[config.mk]
export PLATFORM = sky130hd
export DESIGN_NAME = text_command_line_decoder_unit
export DESIGN_NICKNAME = d
export VERILOG_FILES = /design/src/rtl/tcld_pkg.sv /design/src/rtl/tcld_token_slot.sv /design/src/rtl/tcld_rate_acc.sv /design/src/rtl/text_command_line_decoder_unit.sv
export VERILOG_INCLUDE_DIRS = /design/src /design/src/rtl
export SDC_FILE = /design/constraint.sdc
export NUM_CORES = 1
export LEC_CHECK = 0
export BUFFER_PORTS_ARGS = -buffer_cell sky130_fd_sc_hd__buf_2
export CAP_MARGIN = 20
export CORE_ASPECT_RATIO = 1.25
export CORE_MARGIN = 4
export CORE_UTILIZATION = 56
export CTS_CLUSTER_SIZE = 16
export DETAILED_ROUTE_END_ITERATION = 7
export PLACE_DENSITY = 0.77
export SYNTH_ARGS = -nofsm -noshare
export SYNTH_HDL_FRONTEND = slang
export SYNTH_SLANG_ARGS = --single-unit
[constraint.sdc]
create_clock -name clk -period 4.3 [get_ports clk]
set_clock_uncertainty 0.05 [all_clocks]
set_input_delay 0.86 -clock clk [delete_from_list [all_inputs] [get_ports clk]]
set_output_delay 0.86 -clock clk [all_outputs]
set_load 0.1 [all_outputs]
[src/rtl/text_command_line_decoder_unit_defines.svh]
// Assertion macros shared by the command line decoder RTL.
`ifndef TEXT_COMMAND_LINE_DECODER_UNIT_DEFINES_SVH
`define TEXT_COMMAND_LINE_DECODER_UNIT_DEFINES_SVH
`ifndef SYNTH
// Check a property on every clock edge outside reset.
`define TCLD_ASSERT(lbl, clk, rst_n, prop) \
  lbl: assert property (@(posedge clk) disable iff (!rst_n) prop) \
    else $error("command line decoder check failed");
// Check a property on every clock edge, reset included.
`define TCLD_ASSERT_ALWAYS(lbl, clk, prop) \
  lbl: assert property (@(posedge clk) prop) \
    else $error("command line decoder check failed");
`else
`define TCLD_ASSERT(lbl, clk, rst_n, prop)
`define TCLD_ASSERT_ALWAYS(lbl, clk, prop)
`endif
`endif

[src/rtl/tcld_pkg.sv]
// Package with the types, codes and keyword table of the command line decoder.
`default_nettype none
package tcld_pkg;

  localparam int CMD_W   = 4;
  localparam int RATE_W  = 31;
  localparam int KEPT    = 3;
  localparam int WORD_W  = 4;
  localparam int NUM_WORDS = 13;

  localparam logic [RATE_W-1:0] RATE_MAX = 31'h7FFF_FFFF;

  // Command codes of the result.
  localparam logic [CMD_W-1:0] CMD_NONE       = 4'd0;
  localparam logic [CMD_W-1:0] CMD_UNKNOWN    = 4'd1;
  localparam logic [CMD_W-1:0] CMD_PING       = 4'd2;
  localparam logic [CMD_W-1:0] CMD_STREAM_ON  = 4'd3;
  localparam logic [CMD_W-1:0] CMD_STREAM_OFF = 4'd4;
  localparam logic [CMD_W-1:0] CMD_RATE       = 4'd5;
  localparam logic [CMD_W-1:0] CMD_OTOS_RESET = 4'd6;
  localparam logic [CMD_W-1:0] CMD_CAL_CARPET = 4'd7;
  localparam logic [CMD_W-1:0] CMD_CAL_WHITE  = 4'd8;
  localparam logic [CMD_W-1:0] CMD_CAL_SAVE   = 4'd9;
  localparam logic [CMD_W-1:0] CMD_CAL_LOAD   = 4'd10;
  localparam logic [CMD_W-1:0] CMD_AUTO_ON    = 4'd11;
  localparam logic [CMD_W-1:0] CMD_AUTO_OFF   = 4'd12;

  // Keyword indexes into the word table.
  localparam int W_PING   = 0;
  localparam int W_STREAM = 1;
  localparam int W_ON     = 2;
  localparam int W_OFF    = 3;
  localparam int W_RATE   = 4;
  localparam int W_OTOS   = 5;
  localparam int W_RESET  = 6;
  localparam int W_CAL    = 7;
  localparam int W_CARPET = 8;
  localparam int W_WHITE  = 9;
  localparam int W_SAVE   = 10;
  localparam int W_LOAD   = 11;
  localparam int W_AUTO   = 12;

  // Character codes.
  localparam logic [7:0] CH_NUL   = 8'h00;
  localparam logic [7:0] CH_TAB   = 8'h09;
  localparam logic [7:0] CH_CR    = 8'h0D;
  localparam logic [7:0] CH_SPACE = 8'h20;
  localparam logic [7:0] CH_PLUS  = 8'h2B;
  localparam logic [7:0] CH_COMMA = 8'h2C;
  localparam logic [7:0] CH_MINUS = 8'h2D;
  localparam logic [7:0] CH_0     = 8'h30;
  localparam logic [7:0] CH_9     = 8'h39;
  localparam logic [7:0] CH_LA    = 8'h61;
  localparam logic [7:0] CH_LZ    = 8'h7A;
  localparam logic [7:0] CASE_GAP = 8'h20;

  // Control handed to a token tracker for one byte.
  typedef struct packed {
    logic       clear;
    logic       store;
    logic [7:0] ch;
  } slot_ctl_t;

  // Keyword text, first character in the lowest byte, zero padded.
  function automatic logic [47:0] word_text(input logic [WORD_W-1:0] idx);
    logic [47:0] t;
    case (idx)
      4'(W_PING):   t = {16'h0, "G", "N", "I", "P"};
      4'(W_STREAM): t = {"M", "A", "E", "R", "T", "S"};
      4'(W_ON):     t = {32'h0, "N", "O"};
      4'(W_OFF):    t = {24'h0, "F", "F", "O"};
      4'(W_RATE):   t = {16'h0, "E", "T", "A", "R"};
      4'(W_OTOS):   t = {16'h0, "S", "O", "T", "O"};
      4'(W_RESET):  t = {8'h0, "T", "E", "S", "E", "R"};
      4'(W_CAL):    t = {24'h0, "L", "A", "C"};
      4'(W_CARPET): t = {"T", "E", "P", "R", "A", "C"};
      4'(W_WHITE):  t = {8'h0, "E", "T", "I", "H", "W"};
      4'(W_SAVE):   t = {16'h0, "E", "V", "A", "S"};
      4'(W_LOAD):   t = {16'h0, "D", "A", "O", "L"};
      4'(W_AUTO):   t = {16'h0, "O", "T", "U", "A"};
      default:      t = 48'h0;
    endcase
    return t;
  endfunction

  // Character of a keyword at a position; zero past its end.
  function automatic logic [7:0] word_char(input logic [WORD_W-1:0] idx,
                                           input logic [3:0] pos);
    logic [47:0] t;
    logic [7:0]  c;
    t = word_text(idx);
    if (pos < 4'd6) begin
      c = t[{pos[2:0], 3'b000} +: 8];
    end else begin
      c = CH_NUL;
    end
    return c;
  endfunction

  // Length of a keyword.
  function automatic logic [2:0] word_len(input logic [WORD_W-1:0] idx);
    logic [2:0] n;
    case (idx)
      4'(W_PING), 4'(W_RATE), 4'(W_OTOS), 4'(W_SAVE), 4'(W_LOAD),
      4'(W_AUTO):                          n = 3'd4;
      4'(W_STREAM), 4'(W_CARPET):          n = 3'd6;
      4'(W_ON):                            n = 3'd2;
      4'(W_OFF), 4'(W_CAL):                n = 3'd3;
      4'(W_RESET), 4'(W_WHITE):            n = 3'd5;
      default:                             n = 3'd0;
    endcase
    return n;
  endfunction

  // Whitespace or comma.
  function automatic logic is_sep(input logic [7:0] b);
    return (b == CH_SPACE) || (b == CH_COMMA) || ((b >= CH_TAB) && (b <= CH_CR));
  endfunction

endpackage
`default_nettype wire

[src/rtl/tcld_token_slot.sv]
// Tracks one stored token: its significant length and which keywords it still matches.
`default_nettype none
module tcld_token_slot #(
  parameter int TOKEN_SLOT_BYTES = 12
) (
  input  wire logic                       clk,
  input  wire logic                       rst_n,
  input  wire tcld_pkg::slot_ctl_t        ctl,
  output logic [tcld_pkg::NUM_WORDS-1:0]  hit,
  output logic                            sig_app
);

  localparam int SIG_W     = $clog2(TOKEN_SLOT_BYTES);
  localparam int TOK_CHARS = TOKEN_SLOT_BYTES - 1;

  logic [tcld_pkg::NUM_WORDS-1:0] match_r, match_upd, match_nxt;
  logic [SIG_W-1:0]               siglen_r, siglen_upd, siglen_nxt;
  logic                           term_r, term_upd, term_nxt;
  logic                           room;
  logic                           nul_in;

  // A byte is kept only while the slot has room and no NUL has ended the text.
  assign room    = ctl.store && !term_r && (siglen_r < SIG_W'(TOK_CHARS));
  assign sig_app = room && (ctl.ch != tcld_pkg::CH_NUL);
  assign nul_in  = room && (ctl.ch == tcld_pkg::CH_NUL);

  // Narrow the keyword candidates with the new character.
  always_comb begin
    match_upd  = match_r;
    siglen_upd = siglen_r;
    term_upd   = term_r;
    if (sig_app) begin
      siglen_upd = siglen_r + SIG_W'(1);
      for (int w = 0; w < tcld_pkg::NUM_WORDS; w++) begin
        match_upd[w] = match_r[w] &&
          (tcld_pkg::word_char(tcld_pkg::WORD_W'(w), 4'(siglen_r)) == ctl.ch);
      end
    end
    if (nul_in) begin
      term_upd = 1'b1;
    end
  end

  // A keyword is hit when every character matched and the lengths agree.
  always_comb begin
    for (int w = 0; w < tcld_pkg::NUM_WORDS; w++) begin
      hit[w] = match_upd[w] &&
        (siglen_upd == SIG_W'(tcld_pkg::word_len(tcld_pkg::WORD_W'(w))));
    end
  end

  always_comb begin
    if (ctl.clear) begin
      match_nxt  = '1;
      siglen_nxt = '0;
      term_nxt   = 1'b0;
    end else begin
      match_nxt  = match_upd;
      siglen_nxt = siglen_upd;
      term_nxt   = term_upd;
    end
  end

  always_ff @(posedge clk) begin
    if (!rst_n) begin
      match_r  <= '1;
      siglen_r <= '0;
      term_r   <= 1'b0;
    end else begin
      match_r  <= match_nxt;
      siglen_r <= siglen_nxt;
      term_r   <= term_nxt;
    end
  end

endmodule
`default_nettype wire

[src/rtl/tcld_rate_acc.sv]
// Parses the rate argument: optional sign, then decimal digits, saturating.
`default_nettype none
module tcld_rate_acc (
  input  wire logic                          clk,
  input  wire logic                          rst_n,
  input  wire tcld_pkg::slot_ctl_t           ctl,
  output logic                               ok,
  output logic [tcld_pkg::RATE_W-1:0]        value
);

  logic                        started_r, started_upd, started_nxt;
  logic                        bad_r, bad_upd, bad_nxt;
  logic                        neg_r, neg_upd, neg_nxt;
  logic                        digit_r, digit_upd, digit_nxt;
  logic [tcld_pkg::RATE_W-1:0] acc_r, acc_upd, acc_nxt;
  logic                        is_digit;
  logic                        is_sign;
  logic [tcld_pkg::RATE_W+3:0] wide;

  assign is_digit = (ctl.ch >= tcld_pkg::CH_0) && (ctl.ch <= tcld_pkg::CH_9);
  assign is_sign  = (ctl.ch == tcld_pkg::CH_PLUS) || (ctl.ch == tcld_pkg::CH_MINUS);

  // acc * 10 + digit, as the sum of two shifted copies and the digit.
  assign wide = {1'b0, acc_r, 3'b000} + {3'b000, acc_r, 1'b0} + {31'h0, ctl.ch[3:0]};

  // Per-character parse step on the significant text of the token.
  always_comb begin
    started_upd = started_r;
    bad_upd     = bad_r;
    neg_upd     = neg_r;
    digit_upd   = digit_r;
    acc_upd     = acc_r;
    if (ctl.store) begin
      started_upd = 1'b1;
      if (is_digit) begin
        digit_upd = 1'b1;
        if (wide[tcld_pkg::RATE_W+3:tcld_pkg::RATE_W] != 4'h0) begin
          acc_upd = tcld_pkg::RATE_MAX;
        end else begin
          acc_upd = wide[tcld_pkg::RATE_W-1:0];
        end
      end else if (is_sign && !started_r) begin
        neg_upd = (ctl.ch == tcld_pkg::CH_MINUS);
      end else begin
        bad_upd = 1'b1;
      end
    end
  end

  assign ok    = digit_upd && !bad_upd && !neg_upd && (acc_upd != '0);
  assign value = acc_upd;

  always_comb begin
    if (ctl.clear) begin
      started_nxt = 1'b0;
      bad_nxt     = 1'b0;
      neg_nxt     = 1'b0;
      digit_nxt   = 1'b0;
      acc_nxt     = '0;
    end else begin
      started_nxt = started_upd;
      bad_nxt     = bad_upd;
      neg_nxt     = neg_upd;
      digit_nxt   = digit_upd;
      acc_nxt     = acc_upd;
    end
  end

  always_ff @(posedge clk) begin
    if (!rst_n) begin
      started_r <= 1'b0;
      bad_r     <= 1'b0;
      neg_r     <= 1'b0;
      digit_r   <= 1'b0;
      acc_r     <= '0;
    end else begin
      started_r <= started_nxt;
      bad_r     <= bad_nxt;
      neg_r     <= neg_nxt;
      digit_r   <= digit_nxt;
      acc_r     <= acc_nxt;
    end
  end

endmodule
`default_nettype wire

[src/rtl/text_command_line_decoder_unit.sv]
// Command line decoder: turns a byte stream of text lines into command codes.
//
// Input channel in_*: one character per transfer in in_tdata, in_tlast set on
// the final byte of a line. Output channel out_*: one result per line, holding
// the command code and, for RATE, the rate argument in hertz.
// Each byte is taken into an input register and from there applied to the
// token trackers; the keyword matches are updated incrementally, so the
// result of a line is ready in the cycle its last byte is processed.
// The result of a line passes the input register and then the result
// register before it is offered on out_*.
// Throughput: one byte per cycle, unless a line end waits for a free result register.
// A line is decoded with no gap before the next line's first byte.
// When the receiver stalls, the result waits in the output register; bytes
// that give no result keep flowing, and the input only stops when a second
// line end reaches the tracker while the first result is still unread.
// After reset all token state is clear and both channels are empty; the
// trackers also clear themselves after every line end.
`default_nettype none
`include "text_command_line_decoder_unit_defines.svh"
module text_command_line_decoder_unit #(
  parameter int MAX_TOKENS       = 4,
  parameter int TOKEN_SLOT_BYTES = 12
) (
  input  wire logic        clk,
  input  wire logic        rst_n,
  input  wire logic        in_tvalid,
  output logic             in_tready,
  input  wire logic [7:0]  in_tdata,   // [7:0] text_byte
  input  wire logic        in_tlast,   // line_end
  output logic             out_tvalid,
  input  wire logic        out_tready,
  output logic [39:0]      out_tdata   // [3:0] command, [34:4] rate_value, [39:35] zero
);

  localparam int CNT_W = $clog2(MAX_TOKENS + 1);
  localparam int KEPT  = tcld_pkg::KEPT;

  // Input register.
  logic       s1_valid_r;
  logic [7:0] s1_byte_r;
  logic       s1_last_r;
  logic       s1_go;
  logic       out_free;

  // Token bookkeeping.
  logic             inside_r, inside_upd, inside_nxt;
  logic             rec_r, rec_upd, rec_nxt;
  logic [CNT_W-1:0] count_r, count_upd, count_nxt;
  logic             sep;
  logic             store;
  logic [7:0]       ch_up;
  logic             line_done;

  tcld_pkg::slot_ctl_t            slot_ctl [KEPT];
  logic [tcld_pkg::NUM_WORDS-1:0] hit      [KEPT];
  logic                           sig_app  [KEPT];
  tcld_pkg::slot_ctl_t            rate_ctl;
  logic                           rate_ok;
  logic [tcld_pkg::RATE_W-1:0]    rate_val;

  // Result register.
  logic                        out_valid_r, out_valid_nxt;
  logic [tcld_pkg::CMD_W-1:0]  out_cmd_r, cmd;
  logic [tcld_pkg::RATE_W-1:0] out_rate_r, rate;

  // A line end may only be processed when the result register is free.
  assign out_free  = !out_valid_r || out_tready;
  assign s1_go     = s1_valid_r && (!s1_last_r || out_free);
  assign in_tready = !s1_valid_r || s1_go;
  assign line_done = s1_go && s1_last_r;

  always_ff @(posedge clk) begin
    if (!rst_n) begin
      s1_valid_r <= 1'b0;
    end else if (in_tvalid && in_tready) begin
      s1_valid_r <= 1'b1;
    end else if (s1_go) begin
      s1_valid_r <= 1'b0;
    end
  end

  always_ff @(posedge clk) begin
    if (in_tvalid && in_tready) begin
      s1_byte_r <= in_tdata;
      s1_last_r <= in_tlast;
    end
  end

  // Token start and count.
  assign sep = tcld_pkg::is_sep(s1_byte_r);

  always_comb begin
    inside_upd = inside_r;
    rec_upd    = rec_r;
    count_upd  = count_r;
    if (s1_go) begin
      if (sep) begin
        inside_upd = 1'b0;
      end else if (!inside_r) begin
        inside_upd = 1'b1;
        if (count_r < CNT_W'(MAX_TOKENS)) begin
          count_upd = count_r + CNT_W'(1);
          rec_upd   = 1'b1;
        end else begin
          rec_upd = 1'b0;
        end
      end
    end
  end

  always_comb begin
    if (line_done) begin
      inside_nxt = 1'b0;
      rec_nxt    = 1'b0;
      count_nxt  = '0;
    end else begin
      inside_nxt = inside_upd;
      rec_nxt    = rec_upd;
      count_nxt  = count_upd;
    end
  end

  always_ff @(posedge clk) begin
    if (!rst_n) begin
      inside_r <= 1'b0;
      rec_r    <= 1'b0;
      count_r  <= '0;
    end else begin
      inside_r <= inside_nxt;
      rec_r    <= rec_nxt;
      count_r  <= count_nxt;
    end
  end

  // Upper-case the byte and route it to the slot of the current token; only the first KEPT tokens have a slot.
  assign store = s1_go && !sep && rec_upd;
  assign ch_up = ((s1_byte_r >= tcld_pkg::CH_LA) && (s1_byte_r <= tcld_pkg::CH_LZ)) ?
                 (s1_byte_r - tcld_pkg::CASE_GAP) : s1_byte_r;

  for (genvar i = 0; i < KEPT; i++) begin : g_slot
    assign slot_ctl[i].clear = line_done;
    assign slot_ctl[i].store = store && (count_upd == CNT_W'(i + 1));
    assign slot_ctl[i].ch    = ch_up;

    tcld_token_slot #(
      .TOKEN_SLOT_BYTES (TOKEN_SLOT_BYTES)
    ) u_slot (
      .clk     (clk),
      .rst_n   (rst_n),
      .ctl     (slot_ctl[i]),
      .hit     (hit[i]),
      .sig_app (sig_app[i])
    );
  end

  // The rate argument is the significant text of the second token.
  assign rate_ctl.clear = line_done;
  assign rate_ctl.store = sig_app[1];
  assign rate_ctl.ch    = ch_up;

  tcld_rate_acc u_rate (
    .clk   (clk),
    .rst_n (rst_n),
    .ctl   (rate_ctl),
    .ok    (rate_ok),
    .value (rate_val)
  );

  // Command decision on the state that includes the current byte.
  always_comb begin
    cmd  = tcld_pkg::CMD_UNKNOWN;
    rate = '0;
    if (count_upd == '0) begin
      cmd = tcld_pkg::CMD_NONE;
    end else if (hit[0][tcld_pkg::W_PING]) begin
      cmd = tcld_pkg::CMD_PING;
    end else if (count_upd < CNT_W'(2)) begin
      cmd = tcld_pkg::CMD_UNKNOWN;
    end else if (hit[0][tcld_pkg::W_STREAM]) begin
      if (hit[1][tcld_pkg::W_ON]) begin
        cmd = tcld_pkg::CMD_STREAM_ON;
      end else if (hit[1][tcld_pkg::W_OFF]) begin
        cmd = tcld_pkg::CMD_STREAM_OFF;
      end
    end else if (hit[0][tcld_pkg::W_RATE]) begin
      if (rate_ok) begin
        cmd  = tcld_pkg::CMD_RATE;
        rate = rate_val;
      end
    end else if (hit[0][tcld_pkg::W_OTOS]) begin
      if (hit[1][tcld_pkg::W_RESET]) begin
        cmd = tcld_pkg::CMD_OTOS_RESET;
      end
    end else if (hit[0][tcld_pkg::W_CAL]) begin
      if (hit[1][tcld_pkg::W_CARPET]) begin
        cmd = tcld_pkg::CMD_CAL_CARPET;
      end else if (hit[1][tcld_pkg::W_WHITE]) begin
        cmd = tcld_pkg::CMD_CAL_WHITE;
      end else if (hit[1][tcld_pkg::W_SAVE]) begin
        cmd = tcld_pkg::CMD_CAL_SAVE;
      end else if (hit[1][tcld_pkg::W_LOAD]) begin
        cmd = tcld_pkg::CMD_CAL_LOAD;
      end else if (hit[1][tcld_pkg::W_AUTO] && (count_upd >= CNT_W'(3))) begin
        if (hit[2][tcld_pkg::W_ON]) begin
          cmd = tcld_pkg::CMD_AUTO_ON;
        end else if (hit[2][tcld_pkg::W_OFF]) begin
          cmd = tcld_pkg::CMD_AUTO_OFF;
        end
      end
    end
  end

  // Result register: loaded at a line end, emptied by an output transfer.
  always_comb begin
    if (line_done) begin
      out_valid_nxt = 1'b1;
    end else if (out_tready) begin
      out_valid_nxt = 1'b0;
    end else begin
      out_valid_nxt = out_valid_r;
    end
  end

  always_ff @(posedge clk) begin
    if (!rst_n) begin
      out_valid_r <= 1'b0;
    end else begin
      out_valid_r <= out_valid_nxt;
    end
  end

  always_ff @(posedge clk) begin
    if (line_done) begin
      out_cmd_r  <= cmd;
      out_rate_r <= rate;
    end
  end

  assign out_tvalid = out_valid_r;
  assign out_tdata  = {5'b00000, out_rate_r, out_cmd_r};

  // A result only appears after a line end has been processed.
  `TCLD_ASSERT(a_result_after_line_end, clk, rst_n, $rose(out_valid_r) |-> $past(line_done))
  // A rate is only reported with the RATE command.
  `TCLD_ASSERT(a_rate_only_for_rate, clk, rst_n, out_valid_r |-> ((out_cmd_r == tcld_pkg::CMD_RATE) || (out_rate_r == '0)))
  // Token state is clear after every line end.
  `TCLD_ASSERT(a_clear_after_line, clk, rst_n, line_done |=> ((count_r == '0) && !inside_r && !rec_r))
  // The token count never passes its limit once reset has been applied.
  `TCLD_ASSERT_ALWAYS(a_count_bounded, clk, (!rst_n) || (count_r <= CNT_W'(MAX_TOKENS)))

endmodule
`default_nettype wire
==> results of run 1 <==
-- worst reg2reg max path: cells and delay by family (launching register included) --
kind	cells	cell delay, ns
compound gates	6	1.34
fa+ha+maj	2	0.81
simple gates	4	0.78
buf+inv	4	0.66
flops	1	0.41
xor+xnor	1	0.25
-- final timing paths --
check                                      endpoint  slack, ns                                    from  cells after the start
min          g_slot[0].u_slot.match_r[7]$_SDFF_PP1_       0.38  g_slot[0].u_slot.match_r[7]$_SDFF_PP1_                      2
max                     out_rate_r[4]$_SDFFCE_PP0P_      -0.23                  s1_byte_r[3]$_DFFE_PP_                     17
min reg2reg  g_slot[0].u_slot.match_r[7]$_SDFF_PP1_       0.38  g_slot[0].u_slot.match_r[7]$_SDFF_PP1_                      2
max reg2reg             out_rate_r[4]$_SDFFCE_PP0P_      -0.23                  s1_byte_r[3]$_DFFE_PP_                     17
-- routing by layer --
metal,part of all wire [%],global-route usage (%),vias to the layer above
met5,0,0,-
met4,7.3,20.3,0
met3,6.7,6.05,182
met2,50,58.5,514
met1,36,36.7,4419
li1,-,-,4257
-- placed cells by master, fill, tap and decap left out, drive strengths merged, types with 6 or more instances in the layout --
| cell | instances |
|---|---|
| buf | 157 |
| nor2 | 114 |
| nand2 | 102 |
| ha | 79 |
| dfxtp | 72 |
| a21oi | 68 |
| o21ai | 59 |
| edfxtp | 44 |
| xnor2 | 37 |
| nor3 | 37 |
| inv | 33 |
| o22ai | 31 |
| nand3 | 21 |
| a31oi | 21 |
| o221a | 20 |
| nand2b | 19 |
| clkbuf | 18 |
| nand4 | 17 |
| o21a | 15 |
| xor2 | 15 |
| o31ai | 14 |
| nor4 | 13 |
| a21o | 12 |
| and3 | 10 |
| or3 | 10 |
| or2 | 10 |
| and2 | 9 |
| a211oi | 8 |
| mux2i | 7 |
| o211ai | 7 |
| a22oi | 7 |
| a21boi | 7 |
| nor3b | 6 |
| o211a | 6 |
| bufinv | 6 |
| clkinv | 6 |
-- flip-flops by register name, indices dropped and copies added (netlist names) --
| register | count |
|---|---|
| count_r | 3 |
| g_slot.u_slot.match_r | 15 |
| g_slot.u_slot.siglen_r | 12 |
| g_slot.u_slot.term_r | 3 |
| inside_r | 1 |
| out_cmd_r | 4 |
| out_rate_r | 31 |
| out_tvalid | 1 |
| rec_r | 1 |
| s1_byte_r | 8 |
| s1_last_r | 1 |
| s1_valid_r | 1 |
| u_rate.acc_r | 31 |
| u_rate.bad_r | 1 |
| u_rate.digit_r | 1 |
| u_rate.neg_r | 1 |
| u_rate.started_r | 1 |
-- logic make-up (layout without fill, tap and decap cells) --
group,Yosys count,in the layout
simple gates,401,401
compound gates,319,319
flops,116,116
buf+inv,99,223
fa+ha+maj,81,81
xor+xnor,52,52
mux,8,8
other cells,1,5
-- area by class of cell --
cell class | count | area [µm²]
Clock inverter | 14 | 233
Fill cell | 1200 | 4550
Inverter | 34 | 128
Tap cell | 212 | 265
Timing Repair Buffer | 157 | 1160
Clock buffer | 18 | 439
Multi-Input combinational cell | 866 | 6160
Sequential cell | 116 | 2770
-- power groups by stage --
stage               logic [mW]  clock network (mW)  registers (mW)
finish                   0.322                1.64            1.19
global route             0.342                1.68            1.19
CTS                      0.311                1.63            1.19
detailed placement       0.308                   0            1.21
global placement         0.303                   0            1.21
floorplan                0.178                   0            1.27
-- repair_timing --
item	in CTS	in global routing
buffers inserted	4	5
hold buffers	0	0
gates cloned	3	0
gates resized for setup	40	25
setup endpoints to repair	25	25
pin swaps	21	18
-- per-stage QoR --
| stage | total power, mW | TNS [ns] | util, % | hold WS, ns |
|---|---|---|---|---|
| after CTS | 3.13 | -2.38 | 70.0 | 0.383 |
| after global routing | 3.22 | -5.65 | 71.0 | 0.415 |
| after floorplan | 1.45 | 0 | - | 0.352 |
| after global placement | 1.51 | -3.07 | 63.5 | 0.363 |
| final | 3.15 | -3.95 | 71.0 | 0.383 |
| after detailed placement | 1.52 | -6.34 | 63.5 | 0.375 |
==> metrics.log, run 1 <==
[metrics] average wire per standard cell: 21.4 µm
[metrics] mean area per synthesized cell: 8.35 µm²
[metrics] number of antenna violations at the first check in global routing: 0
[metrics] Die Width: 121 µm
[metrics] Clk pin slew, worst setup/hold paths: 0.06 ns
[metrics] post-synthesis mux area share: 0.905%
[metrics] Area Overhead vs Synth: 24.1%
[metrics] Yosys Warn Count: 0
[metrics] Achievable Freq: 0.221 GHz
[metrics] fraction of layout instances using a drive strength above 1: 21.6%
[metrics] ys flop type: sky130_fd_sc_hd__dfxtp_1
[metrics] count of H-tree levels built during CTS: 4
[metrics] FP Rows: 51
[metrics] detailed-router iteration count before antenna repair: 5
[metrics] floorplan die area: 18,200 µm²
[metrics] # placed instances: 1,374
[metrics] mean number of vias per cell: 6.61
[metrics] power share of the combinational group: 10.2%
[metrics] startpoint type of the worst setup path: register
[metrics] Synth Area in Simple Gates: 22.7%
[metrics] number of buffers created by CTS: 17
[metrics] cell area after layout: 11,200 µm²
[metrics] share of total power in the clock network: 52.0%
[metrics] floorplan die height: 150 µm
[metrics] wire length of the first global-routing pass: 47,800 µm
[metrics] number of vias in the routed layout: 9,372
[metrics] share of the synthesized area in the top cell type: 16.0%
[metrics] Required @ worst endpoint: 4.42 ns
[metrics] Clock Sinks: 116
[metrics] top post-synthesis cells by count: 112 x sky130_fd_sc_hd__nor2_1, 102 x sky130_fd_sc_hd__nand2_1, 79 x sky130_fd_sc_hd__ha_1
[metrics] Max VDD drop: 0.223 mV
[metrics] Slew HR: 31.8%
[metrics] adder and majority gate portion of the synthesized area: 11.4%
[metrics] pwr/cell area: 282 nW/µm²
[metrics] Post-synth ARST share: 0%
[metrics] Leakage Power: 4.61 nW
[metrics] vias in the first global route: 9,167
[metrics] highest net fanout along the worst path: 6
[metrics] EDFF count, synth: 44
[metrics] Post-Route WL: 30,300 µm
[metrics] instance area at placement: 9960 µm²
[metrics] part of the total power dissipated in sequential elements: 37.8%
[metrics] CP endpoint kind: register
[metrics] PortBufs: 49
[metrics] Remaining Overflow, GRT: 0
[metrics] iteration-0 DRC count of the detailed router: 1,253
[metrics] failing checks: negative setup slack
[metrics] Total Routing Usage GR: 33.2%
[metrics] post-synthesis cell count: 1,077
[metrics] number of hold violations in the final report: 0
[metrics] part of the cycle the worst path needs: 105%
[metrics] path type of the worst setup path: register to register
[metrics] share of total power consumed by net switching: 25.3%
[metrics] cells taking the most area after synthesis: sky130_fd_sc_hd__dfxtp_1 16%, sky130_fd_sc_hd__edfxtp_1 15%, sky130_fd_sc_hd__ha_1 11%, sky130_fd_sc_hd__nor2_1 4.7%, sky130_fd_sc_hd__nand2_1 4.3%
[metrics] critical path buffer and inverter count: 4
[metrics] main combinational cell family by area after synthesis: compound AO/OA/AOI/OAI gates
[metrics] Detail Route Antenna Nets: 0
[metrics] Cell Area, Synth: 8990 µm²
[metrics] DP HPWL: 20,400 µm
[metrics] final setup slack of the worst path: -0.230 ns
[metrics] Final setup viols: 25
[metrics] initial standard-cell utilization of the core: 57.3%
[metrics] slowest cell on the critical path: sky130_fd_sc_hd__fa_1
[metrics] clock tree from TritonCTS: built
[metrics] gpl congestion: 1.04
[metrics] number of max-capacitance violations reported: 0
[metrics] clock insertion delay at the later pin of the skew report: 0.42 ns
[metrics] count of antenna diodes in the layout: 0
[metrics] number of top-level pins: 55
[metrics] run status: complete, but fails checks
[metrics] Root Buffer Master: sky130_fd_sc_hd__clkbuf_16
[metrics] most common cell in the netlist: sky130_fd_sc_hd__nor2_1
[metrics] cell-by-cell listing of the critical path: fa_1, ha_1, buf_4, nand4_1, a21o_1, buf_4, o211a_1, xnor2_1, o22ai_1, nand4_1, and4b_1, nand4_1, a221oi_4, a41oi_4, buf_12, buf_12, o221a_2
[metrics] synthesized-area fraction occupied by ao, oa, aoi and oai cells: 24.3%
[metrics] deepest clock path buffer count: 2
[metrics] final number of max-transition violations: 0
[metrics] WP data arrival: 4.65 ns
[metrics] slew of the pin with the lowest slew margin: 1.02 ns
[metrics] share of the yosys chip area belonging to registers: 30.7%
[metrics] critical path's top delay family: compound AO/OA/AOI/OAI gates
[metrics] fin cells: 1,417
[metrics] Min-Delay Path Class: register to register
[metrics] largest net degree at the start of global routing: 51
[metrics] switching power: 0.794 mW
[metrics] largest incremental delay on the critical path: 0.42 ns
[metrics] worst slack, placed: -0.299 ns
[metrics] Seq cells post-synth: 116
[metrics] internal power: 2.35 mW
[metrics] core region area: 15,700 µm²
[metrics] number of remaining DRC errors: 0
[metrics] xor and xnor fraction of the mapped netlist area: 5.07%
[metrics] cell taking the most area after synthesis: sky130_fd_sc_hd__dfxtp_1
[metrics] Net count, final: 1,286
[metrics] setup repair after global routing missed its margin: true
[metrics] cell with the most instances on the worst path: sky130_fd_sc_hd__nand4_1
[metrics] minimum clock period: 4.53 ns
[metrics] count of distinct cell types in the synthesized netlist: 93
Power figures use the tool's default switching activity.
==> inputs of run 2 (changes only) <==
--- a/config.mk
+++ b/config.mk
@@ -6,11 +6,13 @@
 export SDC_FILE = /design/constraint.sdc
 export NUM_CORES = 1
 export LEC_CHECK = 0
+export ABC_AREA = 1
 export BUFFER_PORTS_ARGS = -buffer_cell sky130_fd_sc_hd__buf_2
 export CAP_MARGIN = 20
 export CORE_ASPECT_RATIO = 1.25
 export CORE_MARGIN = 4
 export CORE_UTILIZATION = 56
+export CTS_CLUSTER_DIAMETER = 80
 export CTS_CLUSTER_SIZE = 16
 export DETAILED_ROUTE_END_ITERATION = 7
 export PLACE_DENSITY = 0.77
==> run 2 against run 1 <==
The flow now finishes without violations; critical endpoint is now out_rate_r[16]$_SDFFCE_PP0P_; clock power decreased by 13%; core utilization decreased by 4.2 points; via count decreased by 7.5%; largest power group unchanged; sequential share of layout area increased by 1.9 points; global-route usage decreased by 5.8 points; critical path depth increased by 6; sequential cell count unchanged; highest routed layer unchanged.
==> metrics.log, run 2 <==
[metrics] final number of max-transition violations: 0
[metrics] fin cells: 1,547
[metrics] minimum clock period: 4.18 ns
[metrics] initial standard-cell utilization of the core: 56.8%
[metrics] ys flop type: sky130_fd_sc_hd__dfxtp_1
[metrics] Final setup viols: 0
[metrics] DP HPWL: 18,200 µm
[metrics] clock insertion delay at the later pin of the skew report: 0.43 ns
[metrics] Remaining Overflow, GRT: 0
[metrics] number of vias in the routed layout: 8,669
[metrics] CP endpoint kind: register
[metrics] commonest cells after routing, fill and taps aside: 266 x sky130_fd_sc_hd__nand2_1, 173 x sky130_fd_sc_hd__nor2_1, 115 x sky130_fd_sc_hd__inv_1
[metrics] core region area: 15,500 µm²
[metrics] post-synthesis cell count: 1,242
[metrics] iteration-0 DRC count of the detailed router: 716
[metrics] count of H-tree levels built during CTS: 4
[metrics] count of distinct cell types in the synthesized netlist: 49
[metrics] cell with the most instances on the worst path: sky130_fd_sc_hd__nand2_1
[metrics] floorplan die area: 17,800 µm²
[metrics] most common cell in the netlist: sky130_fd_sc_hd__nand2_1
[metrics] gpl congestion: 0.972
[metrics] part of the cycle the worst path needs: 97.3%
[metrics] cell-by-cell listing of the critical path: ha_1, ha_1, a21oi_1, a21boi_0, o21ai_0, a21oi_1, nand2_2, nand2_1, nand2_1, inv_1, nand2_2, nor2_4, buf_6, nand2_1, o21ai_1, nand2_1, nor2_1, nand2_1, nor2_2, nand2_2, nand4_4, buf_12, nor2_2
[metrics] clock tree from TritonCTS: built
[metrics] launching point of the worst reg2reg path: u_rate.acc_r[30]$_SDFF_PP0_
[metrics] global routing's busiest layer: met2
[metrics] Detail Route Antenna Nets: 0
[metrics] critical path's top delay family: simple AND/OR/NAND/NOR gates
[metrics] Net count, final: 1,416
[metrics] Register-to-Register Path Depth: 23
[metrics] final setup slack of the worst path: 0.115 ns
[metrics] hold-critical path depth: 2
[metrics] number of max-capacitance violations reported: 0
[metrics] Achievable Freq: 0.239 GHz
[metrics] floorplan die height: 148 µm
[metrics] total of fill cells in the finished design: 1,322
[metrics] largest registers in the final layout: out_rate_r (31), u_rate.acc_r (31), g_slot.u_slot.match_r (15)
[metrics] Max VDD drop: 0.312 mV
[metrics] number of antenna violations at the first check in global routing: 0
[metrics] setup TNS after final layout: 0 ns
[metrics] Seq cells post-synth: 116
[metrics] count of antenna diodes in the layout: 0
[metrics] startpoint type of the worst setup path: register
[metrics] path type of the worst setup path: register to register
[metrics] Slew HR: 42.5%
[metrics] slew of the pin with the lowest slew margin: 0.862 ns
[metrics] top post-synthesis cells by count: 278 x sky130_fd_sc_hd__nand2_1, 178 x sky130_fd_sc_hd__nor2_1, 115 x sky130_fd_sc_hd__inv_1
[metrics] PortBufs: 49
[metrics] Clk pin slew, worst setup/hold paths: 0.07 ns
[metrics] detailed-router iteration count before antenna repair: 5
[metrics] largest net degree at the start of global routing: 40
[metrics] Area Overhead vs Synth: 17.5%
[metrics] cells taking the most area after synthesis: sky130_fd_sc_hd__dfxtp_1 16%, sky130_fd_sc_hd__edfxtp_1 15%, sky130_fd_sc_hd__nand2_1 12%, sky130_fd_sc_hd__ha_1 11%, sky130_fd_sc_hd__nor2_1 7.6%
[metrics] mean number of vias per cell: 5.60
[metrics] number of remaining DRC errors: 0
[metrics] Required @ worst endpoint: 4.42 ns
[metrics] Global Route met1 Usage: 30.5%
[metrics] fraction of layout instances using a drive strength above 1: 16.7%
[metrics] pwr/cell area: 284 nW/µm²
[metrics] Root Buffer Master: sky130_fd_sc_hd__clkbuf_16
[metrics] endpoint of the worst register-to-register path: out_rate_r[16]$_SDFFCE_PP0P_
[metrics] Total Routing Usage GR: 27.4%
[metrics] share of the yosys chip area belonging to registers: 31.3%
[metrics] launch instance of the worst min-delay path: g_slot[1].u_slot.match_r[12]$_SDFF_PP1_
[metrics] met2 routing resource usage after global routing: 50.4%
[metrics] r2r setup slk: 0.12 ns
[metrics] EDFF count, synth: 44
[metrics] Yosys Warn Count: 0
[metrics] area taken by multi-input logic gates: 5570 µm²
[metrics] mean area per synthesized cell: 7.10 µm²
[metrics] Post-synth ARST share: 0%
[metrics] number of hold violations in the final report: 0
[metrics] WP data arrival: 4.31 ns
[metrics] average wire per standard cell: 16.3 µm
[metrics] Post-Route WL: 25,200 µm
[metrics] wire length of the first global-routing pass: 39,400 µm
[metrics] share of the synthesized area in the top cell type: 16.4%
[metrics] critical path buffer and inverter count: 3
[metrics] deepest clock path buffer count: 2
[metrics] Clock Sinks: 116
[metrics] cell taking the most area after synthesis: sky130_fd_sc_hd__dfxtp_1
[metrics] met3 usage in global routing: 3.46%
[metrics] vias in the first global route: 8,349
[metrics] FP Rows: 51
[metrics] largest incremental delay on the critical path: 0.41 ns
[metrics] Cell Area, Synth: 8810 µm²
[metrics] most common library cell in the layout ignoring fill and taps: sky130_fd_sc_hd__nand2_1
[metrics] Die Width: 120 µm
[metrics] number of buffers created by CTS: 17
[metrics] Min-Delay Path Class: register to register
[metrics] Hold Crit Endpoint: g_slot[1].u_slot.match_r[12]$_SDFF_PP1_
[metrics] slowest cell on the critical path: sky130_fd_sc_hd__dfxtp_2
[metrics] highest net fanout along the worst path: 7
[metrics] worst slack, placed: -0.0123 ns
[metrics] FF/Latch Area: 2770 µm²
[metrics] run status: finished clean
[metrics] # placed instances: 1,503
[metrics] Leakage Power: 4.91 nW
[metrics] number of top-level pins: 55
==> run 2: cell count changes after synthesis, moves of 13 or more <==
| cell | change |
|---|---|
| sky130_fd_sc_hd__o21ai_1 | +20 |
| sky130_fd_sc_hd__clkbuf_1 | -31 |
| sky130_fd_sc_hd__nand2b_1 | -19 |
| sky130_fd_sc_hd__a31oi_1 | -18 |
| sky130_fd_sc_hd__xnor2_1 | -20 |
| sky130_fd_sc_hd__o31ai_1 | -13 |
| sky130_fd_sc_hd__nand2_1 | +176 |
| sky130_fd_sc_hd__nor2_1 | +66 |
| sky130_fd_sc_hd__inv_1 | +82 |
| sky130_fd_sc_hd__o221a_2 | -19 |
| sky130_fd_sc_hd__nor3_1 | -19 |
| sky130_fd_sc_hd__nand3_1 | +70 |
| sky130_fd_sc_hd__xor2_1 | +26 |
| sky130_fd_sc_hd__o22ai_1 | -31 |
==> run 2: through the flow <==
step                power (mW)  utilization [%]  hold slack (ns)  cell area [µm²]
finish                    2.94             66.8            0.401            10400
floorplan                 1.45                -            0.364             8830
global route              3.03             66.8            0.421            10400
CTS                       2.93             64.7            0.398            10000
global placement          1.52             60.6            0.373             9400
detailed placement        1.52             60.6            0.384             9400
==> run 2: where the power goes <==
part	total [mW]	switching [mW]	leakage [nW]	internal (mW)
combinational	0.335	0.247	3.58	0.0887
clock	1.43	0.646	0.296	0.787
sequential	1.18	0.0166	1.04	1.16
total	2.94	0.909	4.91	2.04
==> run 2: layout make-up <==
class	instances	share of cell area (%)
clock buffer	17	4.11
clock inverter	15	1.75
inverter	127	4.60
multi-input combinational	968	53.8
sequential	116	26.7
tap	212	2.56
timing repair buffer	92	6.51
==> run 2: how the worst max path moves through the flow <==
stage                                 from                            to  slack (ns)  cells after the start
2_1_floorplan       s1_byte_r[3]$_DFFE_PP_  out_rate_r[10]$_SDFFCE_PP0P_        0.43                     26
3_3_place_gp        s1_byte_r[3]$_DFFE_PP_   out_rate_r[1]$_SDFFCE_PP0P_        0.11                     25
3_5_place_dp        s1_byte_r[3]$_DFFE_PP_  out_rate_r[10]$_SDFFCE_PP0P_       -0.01                     25
4_1_cts             s1_byte_r[3]$_DFFE_PP_   out_rate_r[1]$_SDFFCE_PP0P_       0.004                     25
5_1_grt             s1_byte_r[2]$_DFFE_PP_  out_rate_r[15]$_SDFFCE_PP0P_       -0.09                     27
6_report       u_rate.acc_r[30]$_SDFF_PP0_  out_rate_r[16]$_SDFFCE_PP0P_        0.12                     23
==> run 2: cell families (layout without fill, tap and decap cells) <==
logic type,after synthesis,after routing,synth area share [%]
AND/OR/NAND/NOR,641,642,31.6
AO/OA/AOI/OAI,182,182,11.8
buffers and inverters,163,251,7.78
flip-flops,116,116,31.3
adder cells (fa/ha/maj),81,81,11.7
XOR/XNOR,58,58,5.76
other,1,5,0.0425
==> run 2: routing by layer <==
metal | share of wire [%] | vias up
met5 | 0 | -
met4 | 5.1 | 0
li1 | - | 4292
met2 | 52 | 252
met3 | 3.9 | 88
met1 | 39 | 4037
==> run 2: what timing repair did <==
action	CTS	global route
gates resized for setup	1	47
pin swaps	0	17
setup buffers	0	7
endpoints found under the setup margin	19	32
hold buffers	0	0
cloned	1	4
endpoints found under the hold margin	0	0
==> run 2: tightest hold or removal path, delay by kind of cell, from the launching register on <==
family / cells / cell delay (ns)
DFF: 1 / 0.30
and+or+nand+nor: 2 / 0.12
==> inputs of run 3 (changes only) <==
--- a/config.mk
+++ b/config.mk
@@ -7,15 +7,16 @@
 export NUM_CORES = 1
 export LEC_CHECK = 0
 export ABC_AREA = 1
-export BUFFER_PORTS_ARGS = -buffer_cell sky130_fd_sc_hd__buf_2
 export CAP_MARGIN = 20
 export CORE_ASPECT_RATIO = 1.25
 export CORE_MARGIN = 4
-export CORE_UTILIZATION = 56
+export CORE_UTILIZATION = 59
 export CTS_CLUSTER_DIAMETER = 80
 export CTS_CLUSTER_SIZE = 16
 export DETAILED_ROUTE_END_ITERATION = 7
-export PLACE_DENSITY = 0.77
+export DONT_BUFFER_PORTS = 1
+export PLACE_DENSITY = 0.78
+export REMOVE_ABC_BUFFERS = 1
 export SYNTH_ARGS = -nofsm -noshare
 export SYNTH_HDL_FRONTEND = slang
 export SYNTH_SLANG_ARGS = --single-unit
==> run 3 against run 2 <==
Largest cell class unchanged; setup slack lost 0.086 ns; combinational power down 14%; sequential share of layout area is 0.48 points higher.
==> metrics.log, run 3 (synthesis gave the netlist of run 2 again) <==
[metrics] run status: finished clean
[metrics] core region area: 14,500 µm²
[metrics] Post-Route WL: 26,000 µm
[metrics] mean number of vias per cell: 5.96
[metrics] area taken by multi-input logic gates: 5580 µm²
[metrics] worst slack on hold paths: 0.397 ns
[metrics] gpl congestion: 0.972
[metrics] Min-Delay Path Class: register to register
[metrics] fin cells: 1,469
[metrics] Slew HR: 27.3%
[metrics] critical path buffer and inverter count: 2
[metrics] average wire per standard cell: 17.7 µm
[metrics] Required @ worst endpoint: 4.41 ns
[metrics] # placed instances: 1,417
[metrics] iteration-0 DRC count of the detailed router: 731
[metrics] Achievable Freq: 0.234 GHz
[metrics] setup TNS after final layout: 0 ns
[metrics] number of vias in the routed layout: 8,758
[metrics] Leakage Power: 4.73 nW
[metrics] Total Routing Usage GR: 28.8%
[metrics] Remaining Overflow, GRT: 0
[metrics] utilization of the core after routing: 70.0%
[metrics] highest net fanout along the worst path: 8
[metrics] largest net degree at the start of global routing: 62
[metrics] number of remaining DRC errors: 0
[metrics] detailed-router iteration count before antenna repair: 5
[metrics] slew of the pin with the lowest slew margin: 1.09 ns
[metrics] Clock Sinks: 116
[metrics] wire length of the first global-routing pass: 39,900 µm
[metrics] cell area after layout: 10,200 µm²
[metrics] startpoint type of the worst setup path: register
[metrics] PortBufs: 0
[metrics] commonest cells after routing, fill and taps aside: 271 x sky130_fd_sc_hd__nand2_1, 172 x sky130_fd_sc_hd__nor2_1, 115 x sky130_fd_sc_hd__inv_1
[metrics] Root Buffer Master: sky130_fd_sc_hd__clkbuf_16
[metrics] # hold bufs at CTS: 0
[metrics] minimum clock period: 4.27 ns
[metrics] initial standard-cell utilization of the core: 60.7%
[metrics] instance area at placement: 9090 µm²
[metrics] clock insertion delay at the later pin of the skew report: 0.42 ns
[metrics] Detail Route Antenna Nets: 0
[metrics] Max VDD drop: 0.251 mV
[metrics] number of top-level pins: 55
[metrics] number of buffers created by CTS: 17
[metrics] FF/Latch Area: 2770 µm²
[metrics] fraction of layout instances using a drive strength above 1: 13.6%
[metrics] Clk pin slew, worst setup/hold paths: 0.06 ns
[metrics] count of H-tree levels built during CTS: 4
[metrics] floorplan die area: 17,000 µm²
[metrics] largest incremental delay on the critical path: 0.59 ns
[metrics] final number of max-transition violations: 0
[metrics] clock tree from TritonCTS: built
[metrics] cell-by-cell listing of the critical path: fa_2, ha_1, nand3_1, nand3_1, a21oi_1, o21ai_2, nand3_1, nand3_1, nand2_1, nand2_2, nor2_4, buf_12, nand3_1, o21ai_2, nand2_1, nor2_2, nand2_1, nor2_2, nand2_2, nand4_4, buf_12, nor2_2
[metrics] number of hold violations in the final report: 0
[metrics] count of antenna diodes in the layout: 0
[metrics] most common library cell in the layout ignoring fill and taps: sky130_fd_sc_hd__nand2_1
[metrics] number of antenna violations at the first check in global routing: 0
[metrics] Net count, final: 1,372
[metrics] cell with the most instances on the worst path: sky130_fd_sc_hd__nand3_1
[metrics] FP Rows: 49
[metrics] WP data arrival: 4.38 ns
[metrics] largest registers in the final layout: out_rate_r (31), u_rate.acc_r (31), g_slot.u_slot.match_r (15)
[metrics] number of max-capacitance violations reported: 0
[metrics] critical path's top delay family: simple AND/OR/NAND/NOR gates
[metrics] pwr/cell area: 300 nW/µm²
[metrics] slowest cell on the critical path: sky130_fd_sc_hd__fa_2
[metrics] vias in the first global route: 8,330
[metrics] Final setup viols: 0
[metrics] floorplan die height: 145 µm
[metrics] setup repair after global routing missed its margin: true
[metrics] CP endpoint kind: register
[metrics] path type of the worst setup path: register to register
[metrics] Die Width: 117 µm
[metrics] Area Overhead vs Synth: 15.4%
[metrics] part of the cycle the worst path needs: 99.3%
[metrics] total of fill cells in the finished design: 1,144
[metrics] DP HPWL: 18,000 µm
[metrics] deepest clock path buffer count: 2
==> run 3: changes by cell type in the layout (fill, tap and decap cells not counted), sizes merged <==
cell      previous run  this run
inv                135       133
clkbuf              20        21
clkinvlp             0         2
clkinv               7         3
buf                 89        44
bufinv               0         4
==> run 3: final cells by class <==
class                      instances  share of cell area (%)
multi-input combinational        968                    54.8
inverter                         127                    4.69
clock inverter                    15                    2.15
sequential                       116                    27.2
tap                              178                    2.19
timing repair buffer              48                    4.76
clock buffer                      17                    4.18
==> run 3: worst paths after layout <==
| path | from | cells past startpoint | to | slack [ns] |
|---|---|---|---|---|
| worst max-delay path | s1_byte_r[3]$_DFFE_PP_ | 22 | out_rate_r[16]$_SDFFCE_PP0P_ | 0.03 |
| worst min-delay path | g_slot[1].u_slot.match_r[3]$_SDFF_PP1_ | 2 | g_slot[1].u_slot.match_r[3]$_SDFF_PP1_ | 0.40 |
| worst max register to register | s1_byte_r[3]$_DFFE_PP_ | 22 | out_rate_r[16]$_SDFFCE_PP0P_ | 0.03 |
| worst min register to register | g_slot[1].u_slot.match_r[3]$_SDFF_PP1_ | 2 | g_slot[1].u_slot.match_r[3]$_SDFF_PP1_ | 0.40 |
==> run 3: worst min-delay path, delay by kind of cell (launching register included) <==
kind / cells / cell delay (ns)
DFF: 1 / 0.30
and+or+nand+nor: 2 / 0.11
==> run 3: timing repair <==
item / in CTS / in global routing
gates resized for setup: 3 / 44
setup buffers: 2 / 12
pin swaps: 1 / 19
gates cloned: 1 / 5
setup endpoints to repair: 31 / 32
==> run 3: stage by stage <==
| stage | worst slack, ns | power, mW |
|---|---|---|
| 2_1_floorplan | -0.416 | 1.44 |
| 3_3_place_gp | 0.0590 | 1.50 |
| 3_5_place_dp | -0.0351 | 1.51 |
| 4_1_cts | 0.0538 | 3.05 |
| 5_1_grt | -0.0940 | 3.15 |
| 6_report | 0.0293 | 3.06 |
==> run 3: per-layer routing <==
layer / GRT usage [%] / routed length, µm / vias to the layer above
met4: 15.9 / 1600 / 0
met2: 54.6 / 13200 / 391
met5: 0 / 0 / -
met3: 3.38 / 1480 / 126
met1: 31.8 / 9710 / 4054
li1: - / - / 4187
==> run 3: power breakdown <==
group	switching (mW)	total, mW	internal [mW]
registers	0.0508	1.21	1.16
clock network	0.568	1.56	0.988
logic	0.207	0.289	0.0821
total	0.826	3.06	2.23
